[config.mk]
export PLATFORM = sky130hd
export DESIGN_NAME = html_element_matcher_core
export DESIGN_NICKNAME = d
export VERILOG_FILES = /design/src/sv/hem_pkg.sv /design/src/sv/html_element_matcher_core.sv
export SDC_FILE = /design/constraint.sdc
export NUM_CORES = 1
export LEC_CHECK = 0
export BUFFER_PORTS_ARGS = -buffer_cell sky130_fd_sc_hd__buf_2
export CAP_MARGIN = 20
export CELL_PAD_IN_SITES_DETAIL_PLACEMENT = 1
export CELL_PAD_IN_SITES_GLOBAL_PLACEMENT = 2
export CORE_ASPECT_RATIO = 1.5
export CORE_MARGIN = 3
export CORE_UTILIZATION = 47
export CTS_BUF_LIST = sky130_fd_sc_hd__clkbuf_8
export CTS_CLUSTER_SIZE = 12
export DETAILED_ROUTE_END_ITERATION = 6
export PLACE_DENSITY_LB_ADDON = 0.1
export SKIP_CTS_REPAIR_TIMING = 1
export SLEW_MARGIN = 20
export SYNTH_ARGS = -nofsm -noshare
export SYNTH_HDL_FRONTEND = slang
export SYNTH_SLANG_ARGS = --single-unit
[constraint.sdc]
create_clock -name i_clk -period 14.3 [get_ports i_clk]
set_clock_uncertainty 0.15 [all_clocks]
set_input_delay 2.86 -clock i_clk [delete_from_list [all_inputs] [get_ports i_clk]]
set_output_delay 2.86 -clock i_clk [all_outputs]
set_load 0.02 [all_outputs]
[src/sv/hem_pkg.sv]
// package for the html element matcher core
// holds character codes, result status codes and the result record type
// no dependencies
`default_nettype none

package hem_pkg;

    localparam logic [7:0] CH_NUL   = 8'h00;
    localparam logic [7:0] CH_SPACE = 8'h20;
    localparam logic [7:0] CH_SLASH = 8'h2f;
    localparam logic [7:0] CH_LT    = 8'h3c;
    localparam logic [7:0] CH_GT    = 8'h3e;

    localparam int RES_BITS = 16;

    typedef enum logic [2:0] {
        ST_FOUND   = 3'd0,
        ST_BAD     = 3'd1,
        ST_UNTERM  = 3'd2,
        ST_NOCLOSE = 3'd3,
        ST_OVER    = 3'd4
    } t_status;

    typedef struct packed {
        t_status               status;
        logic [RES_BITS-1:0]   start;
        logic [RES_BITS-1:0]   length;
    } t_result;

endpackage

`default_nettype wire

[src/sv/html_element_matcher_core.sv]
// html element matcher core: finds the close tag matching a leading opening tag
// one text byte per request, one result request per buffer; depends on hem_pkg
// a two-entry result stage registers each result and absorbs output stalls
// throughput: one byte per cycle while its skid entry is empty, set by the compare
// of the byte against one stored tag-name byte and the depth update
// reset: synchronous active-low i_rst_n clears scan state, depth to one, mode to zero
`default_nettype none

module html_element_matcher_core #(
    parameter int MAX_TAG_LEN = 12,
    parameter int OFFSET_BITS = 16
) (
    input  wire logic                     i_clk,
    input  wire logic                     i_rst_n,
    input  wire logic                     i_cfg_we,
    input  wire logic                     i_cfg_data,
    input  wire logic                     i_in_valid,
    output logic                          o_in_ready,
    input  wire logic [7:0]               i_text_byte,
    input  wire logic                     i_end_of_buffer,
    output logic                          o_out_valid,
    input  wire logic                     i_out_ready,
    output logic [2:0]                    o_status,
    output logic [hem_pkg::RES_BITS-1:0]  o_start_offset,
    output logic [hem_pkg::RES_BITS-1:0]  o_span_length
);

    import hem_pkg::*;

    localparam int TW = $clog2(MAX_TAG_LEN + 1);
    localparam int MW = $clog2(MAX_TAG_LEN + 3);
    localparam int IW = (MAX_TAG_LEN > 1) ? $clog2(MAX_TAG_LEN) : 1;
    localparam logic [OFFSET_BITS-1:0] MAX_OFF = {OFFSET_BITS{1'b1}};

    typedef enum logic [1:0] {
        PH_FIRST,
        PH_NAME,
        PH_HEAD,
        PH_BODY
    } t_phase;

    t_phase                 r_phase, n_phase;
    logic                   r_sent, n_sent;
    logic [TW-1:0]          r_tag_len, n_tag_len;
    logic [MW-1:0]          r_mi, n_mi;
    logic                   r_mc, n_mc;
    logic [OFFSET_BITS-1:0] r_depth, n_depth;
    logic [OFFSET_BITS-1:0] r_pos, n_pos;
    logic [OFFSET_BITS-1:0] r_cstart, n_cstart;
    logic                   r_outer_mode;
    logic [7:0]             r_tag_name [MAX_TAG_LEN];

    t_result                r_out, r_skid, res;
    logic                   r_out_valid, r_skid_valid;
    logic                   push;

    logic                   accept, pop;
    logic                   wr_name;
    logic [MW-1:0]          rd_sel;
    logic [7:0]             name_rd;

    assign accept     = i_in_valid && o_in_ready;
    assign pop        = r_out_valid && i_out_ready;
    assign o_in_ready = !r_skid_valid;

    assign rd_sel  = r_mc ? (r_mi - MW'(2)) : (r_mi - MW'(1));
    assign name_rd = r_tag_name[rd_sel[IW-1:0]];

    always_comb begin
        logic [7:0]             c;
        logic                   opener, closer;
        logic [OFFSET_BITS-1:0] close_start;
        c           = i_text_byte;
        opener      = 1'b0;
        closer      = 1'b0;
        close_start = '0;
        n_phase     = r_phase;
        n_sent      = r_sent;
        n_tag_len   = r_tag_len;
        n_mi        = r_mi;
        n_mc        = r_mc;
        n_depth     = r_depth;
        n_pos       = r_pos;
        n_cstart    = r_cstart;
        wr_name     = 1'b0;
        push        = 1'b0;
        res         = '{status: ST_FOUND, start: '0, length: '0};

        if (!r_sent) begin
            if (r_pos == MAX_OFF) begin
                push   = 1'b1;
                n_sent = 1'b1;
                res.status = ST_OVER;
            end else begin
                n_pos = r_pos + OFFSET_BITS'(1);
                case (r_phase)
                    PH_FIRST: begin
                        if (c != CH_LT) begin
                            push = 1'b1; n_sent = 1'b1; res.status = ST_BAD;
                        end else begin
                            n_phase = PH_NAME;
                        end
                    end
                    PH_NAME: begin
                        if (c inside {[8'h41:8'h5a], [8'h61:8'h7a]}) begin
                            if (r_tag_len >= TW'(MAX_TAG_LEN)) begin
                                push = 1'b1; n_sent = 1'b1; res.status = ST_BAD;
                            end else begin
                                wr_name   = 1'b1;
                                n_tag_len = r_tag_len + TW'(1);
                            end
                        end else if (r_tag_len == '0) begin
                            push = 1'b1; n_sent = 1'b1; res.status = ST_BAD;
                        end else if (c == CH_GT) begin
                            n_cstart = r_pos + OFFSET_BITS'(1);
                            n_phase  = PH_BODY;
                        end else if (c == CH_SPACE) begin
                            n_phase = PH_HEAD;
                        end else begin
                            push = 1'b1; n_sent = 1'b1; res.status = ST_BAD;
                        end
                    end
                    PH_HEAD: begin
                        if (c == CH_NUL) begin
                            push = 1'b1; n_sent = 1'b1; res.status = ST_UNTERM;
                        end else if (c == CH_GT) begin
                            n_cstart = r_pos + OFFSET_BITS'(1);
                            n_phase  = PH_BODY;
                        end
                    end
                    PH_BODY: begin
                        if (c == CH_NUL) begin
                            push = 1'b1; n_sent = 1'b1; res.status = ST_NOCLOSE;
                        end else begin
                            // opener / closer matcher
                            if (r_mi == '0) begin
                                n_mc = 1'b0;
                                n_mi = (c == CH_LT) ? MW'(1) : MW'(0);
                            end else if (!r_mc) begin
                                if (r_mi == MW'(1) && c == CH_SLASH) begin
                                    n_mc = 1'b1;
                                    n_mi = MW'(2);
                                end else if (r_mi <= MW'(r_tag_len)) begin
                                    if (c == name_rd) begin
                                        n_mi = r_mi + MW'(1);
                                    end else begin
                                        n_mc = 1'b0;
                                        n_mi = (c == CH_LT) ? MW'(1) : MW'(0);
                                    end
                                end else if (c == CH_GT || c == CH_SPACE) begin
                                    n_mi   = '0;
                                    opener = 1'b1;
                                end else begin
                                    n_mc = 1'b0;
                                    n_mi = (c == CH_LT) ? MW'(1) : MW'(0);
                                end
                            end else begin
                                if (r_mi <= MW'(r_tag_len) + MW'(1)) begin
                                    if (c == name_rd) begin
                                        n_mi = r_mi + MW'(1);
                                    end else begin
                                        n_mc = 1'b0;
                                        n_mi = (c == CH_LT) ? MW'(1) : MW'(0);
                                    end
                                end else if (c == CH_GT) begin
                                    n_mi   = '0;
                                    n_mc   = 1'b0;
                                    closer = 1'b1;
                                end else begin
                                    n_mc = 1'b0;
                                    n_mi = (c == CH_LT) ? MW'(1) : MW'(0);
                                end
                            end

                            if (opener) begin
                                if (r_depth == MAX_OFF) begin
                                    push = 1'b1; n_sent = 1'b1; res.status = ST_OVER;
                                end else begin
                                    n_depth = r_depth + OFFSET_BITS'(1);
                                end
                            end else if (closer) begin
                                n_depth = r_depth - OFFSET_BITS'(1);
                                if (n_depth == '0) begin
                                    push        = 1'b1;
                                    n_sent      = 1'b1;
                                    res.status  = ST_FOUND;
                                    close_start = r_pos - OFFSET_BITS'(r_tag_len)
                                                  - OFFSET_BITS'(2);
                                    if (r_outer_mode) begin
                                        res.start  = '0;
                                        res.length = RES_BITS'(r_pos + OFFSET_BITS'(1));
                                    end else begin
                                        res.start  = RES_BITS'(r_cstart);
                                        res.length = RES_BITS'(close_start - r_cstart);
                                    end
                                end
                            end
                        end
                    end
                    default: begin
                        n_phase = PH_FIRST;
                    end
                endcase
            end
        end

        if (i_end_of_buffer) begin
            if (!n_sent) begin
                push = 1'b1;
                case (n_phase)
                    PH_FIRST, PH_NAME: res.status = ST_BAD;
                    PH_HEAD:           res.status = ST_UNTERM;
                    default:           res.status = ST_NOCLOSE;
                endcase
            end
            n_phase   = PH_FIRST;
            n_sent    = 1'b0;
            n_tag_len = '0;
            n_mi      = '0;
            n_mc      = 1'b0;
            n_depth   = OFFSET_BITS'(1);
            n_pos     = '0;
            n_cstart  = '0;
        end
    end

    // tag name store, no reset
    always_ff @(posedge i_clk) begin
        if (accept && wr_name) begin
            r_tag_name[r_tag_len[IW-1:0]] <= i_text_byte;
        end
    end

    always_ff @(posedge i_clk) begin
        if (!i_rst_n) begin
            r_phase      <= PH_FIRST;
            r_sent       <= 1'b0;
            r_tag_len    <= '0;
            r_mi         <= '0;
            r_mc         <= 1'b0;
            r_depth      <= OFFSET_BITS'(1);
            r_pos        <= '0;
            r_cstart     <= '0;
            r_outer_mode <= 1'b0;
            r_out_valid  <= 1'b0;
            r_skid_valid <= 1'b0;
        end else begin
            if (i_cfg_we) begin
                r_outer_mode <= i_cfg_data;
            end
            if (accept) begin
                r_phase   <= n_phase;
                r_sent    <= n_sent;
                r_tag_len <= n_tag_len;
                r_mi      <= n_mi;
                r_mc      <= n_mc;
                r_depth   <= n_depth;
                r_pos     <= n_pos;
                r_cstart  <= n_cstart;
            end
            // two-entry result stage
            if (accept && push) begin
                if (!r_out_valid || pop) begin
                    r_out       <= res;
                    r_out_valid <= 1'b1;
                end else begin
                    r_skid       <= res;
                    r_skid_valid <= 1'b1;
                end
            end else if (pop) begin
                if (r_skid_valid) begin
                    r_out        <= r_skid;
                    r_skid_valid <= 1'b0;
                end else begin
                    r_out_valid <= 1'b0;
                end
            end
        end
    end

    assign o_out_valid    = r_out_valid;
    assign o_status       = r_out.status;
    assign o_start_offset = r_out.start;
    assign o_span_length  = r_out.length;

    a_skid_needs_out: assert property (@(posedge i_clk) disable iff (!i_rst_n)
        r_skid_valid |-> r_out_valid)
        else $error("skid entry held without output entry");

    a_tag_len_range: assert property (@(posedge i_clk) disable iff (!i_rst_n)
        r_tag_len <= TW'(MAX_TAG_LEN))
        else $error("tag length beyond store depth");

    a_fail_zero: assert property (@(posedge i_clk) disable iff (!i_rst_n)
        (o_out_valid && o_status != ST_FOUND) |-> (o_start_offset == '0 && o_span_length == '0))
        else $error("failed result carries non-zero span");

    a_depth_live: assert property (@(posedge i_clk) disable iff (!i_rst_n)
        (r_phase == PH_BODY && !r_sent) |-> (r_depth != '0))
        else $error("nesting depth zero while scanning content");

endmodule

`default_nettype wire

==> qor.yml <==
place_congestion: 0.829
grt_antenna_before_repair: 1
antenna_cells: 0
endpoint: "r_skid[3]"
leakage_nw: 5.02
wl_per_cell_um: 23.6
yosysSeqAreaShare_pct: 47.9
route.detailed.drc: 0
portBuffers: 51
ant_nets: 0
postSynthAreaPerCell_um2: 10.8
first_pass_iters: 4
dr_wl_met3_mm: 1.09
clock_latency_ns: 0.55
cp.required_ns: 14.37
fillers: 2990
final.min_clock_period_ns: 6.68
synth_cells: 1205
drt-total-wl_mm: 38.2
synth_xor_area_share_pct: 2.89
clock_sinks: 229
clockBufferDepth: 3
die_h_um: 210
max_slew_margin_pct: 26.2
overflow: 0
hpwl_mm: 27.5
worstMarginPinSlew_ns: 1.10
num_vias: 9742
dp_cells: 1548
synth_compound_area_share_pct: 12.4
post-route-period-util_pct: 46.7
grt_max_degree: 50
cp-startpoint: "i_text_byte[1]"
outcome: "complete, no violations"
multi_input_area_um2: 6290
post-route-util_pct: 52.5
critPathKind: "primary input to flop"
r2r_cells: 13
synth_nets: 1272
die_area_um2: 29800
core_um2: 27300
slew_violations: 0
vias_per_cell: 6.02
placed_cell_area_um2: 13600
synthSimpleGateAreaFrac_pct: 15.0
syn_area_um2: 13000
highest_layer: "met5"
worstHoldStart: "r_pos[14]"
num_rows: 74
critPathCaptureType: "flop"
dp_slack_ns: 7.03
critPathArrivalTime_ns: 6.75
finalSetupViolCount: 0
reg2reg_to: "r_mi[1]"
final_cells: 1618
peakVddDrop_v: 0.0000668
synth_top_family_by_area: "simple AND/OR/NAND/NOR gates"
muxShareOfSynthArea_pct: 12.4
powerDensity_nw_per_um2: 97.3
cts_root_buf: "clkbuf_8"
synth_edf_count: 166
nets: 1314
cts_tree: "yes"
start_kind: "primary input"
boundaryPins: 52
synth_fa_ha_area_share_pct: 5.28
hold_violations: 0
cts.clk_slew.worst_paths_ns: 0.06
grt_pass1_wl_mm: 59.3
synthArstFlopShare_pct: 0
die_w_um: 142
syn2layout_area_growth_pct: 9.96
r2r_slack_ns: 8.81
first_global_vias: 10500
max_cap_viol_count: 0
cts_buffers: 38
grt_usage_pct: 25.8
finalPower_mw: 1.39
drive_above_1_share_pct: 16.0
fin_tns_setup_ns: 0
first_iter_violations: 504
synth.ff_latch_count: 229
start_util_pct: 47.7
htreeDepth: 2
cp_max_fo: 38
r2r-start: "r_mi[0]"
whs_ns: 0.338
fmax_mhz: 150
whs_path_depth: 2
wl_met2_mm: 21.4
area.sequential_um2: 6250
rsz0062_at_grt: "false"
ys_types: 82
post-route-cell-area_um2: 14300
min_path_type: "flop to flop"
fin_ws_ns: 7.62
yosys_warnings: 0
synth_flop_cell: "edfxtp_1"
wirelength_met1_mm: 13.9
==> synth_stat cells (30+ instances only) <==
cell	count	area [µm²]
dfxtp_1	63	1260
a21oi_1	76	380
ha_1	47	588
nor3_1	30	150
nand2_1	64	240
inv_1	55	206
mux2_2	40	450
edfxtp_1	166	4980
clkbuf_1	38	143
xnor2_1	30	263
nor2_1	104	390
o21ai_0	38	190
mux2i_1	82	821
and2_1	36	225
nand3_1	36	180
==> critical path, cell delays in order <==
cell      delay, ns
buf_2          0.22
or4_4          0.62
a21boi_4       0.20
and2_1         0.19
o2111a_4       0.34
and3_4         0.25
o31ai_4        0.09
a311oi_4       0.30
buf_4          0.47
and3_1         0.73
buf_4          0.42
==> cells in the final DEF (no fill, tap or decap), types with 6 or more instances in the layout <==
cell type,synthesis,final
nand2b_1,9,9
and3_1,8,8
a211oi_1,17,17
nand2_1,64,64
mux2_1,15,15
nor3_1,30,29
xor2_1,13,13
o21ai_0,38,38
nand4_1,15,15
nand3_1,36,36
mux4_2,8,8
buf_4,3,16
o21a_1,8,8
mux2_2,40,40
dfxtp_1,63,62
and2_1,36,36
a21oi_1,76,76
nor4_1,9,9
o31ai_1,6,6
nor2b_1,15,15
clkbuf_8,0,45
o22ai_1,12,12
o221ai_1,10,10
nor2_1,104,102
a221oi_1,12,12
xnor2_1,30,30
clkinv_1,2,6
inv_1,55,67
mux2i_1,82,82
ha_1,47,46
buf_2,16,51
a21o_1,12,12
edfxtp_1,166,166
==> power by group <==
part / switching (mW) / internal, mW / total, mW
clock network: 0.270 / 0.306 / 0.576
registers: 0.00533 / 0.723 / 0.729
logic: 0.0606 / 0.0290 / 0.0896
==> kinds of logic (layout without fill, tap and decap cells) <==
group	after synthesis	in the layout
and+or+nand+nor	373	373
AOI/OAI and AO/OA	239	239
DFF	229	229
muxes	145	145
buffers and inverters	124	195
adders and majority gates	52	52
xor gates and xnor gates	43	43
==> layout make-up <==
class                   count  area share, %
well taps                 342           2.99
flip-flops and latches    229           43.6
clock inverters            24          0.934
clock buffers              45           4.32
inverters                  58           1.52
repair buffers             68           2.76
multi-input cells         852           43.9
==> registers in the layout (all words and copies together) (netlist names) <==
register,flops
o_status,3
o_span_length,16
r_depth,16
r_outer_mode,1
r_tag_name,96
r_pos,16
o_start_offset,16
r_sent,1
r_tag_len,4
r_mc,1
r_cstart,16
o_out_valid,1
r_skid_valid,1
r_mi,4
r_skid,35
r_phase,2
==> routing by layer <==
| layer | GRT usage [%] | vias to the layer above |
|---|---|---|
| li1 | - | 4580 |
| met4 | 11.6 | 2 |
| met2 | 50.0 | 173 |
| met1 | 27.0 | 4898 |
| met3 | 3.56 | 89 |
| met5 | 0 | - |
==> how the worst min path moves through the flow <==
stage / endpoint / slack [ns]
finish: r_pos[14] / 0.34
CTS: r_pos[14] / 0.34
global route: r_pos[7] / 0.37
floorplan: r_pos[14] / 0.30
global placement: r_pos[14] / 0.32
detailed placement: r_pos[14] / 0.33
No activity file was read; power rests on OpenSTA's default activity.
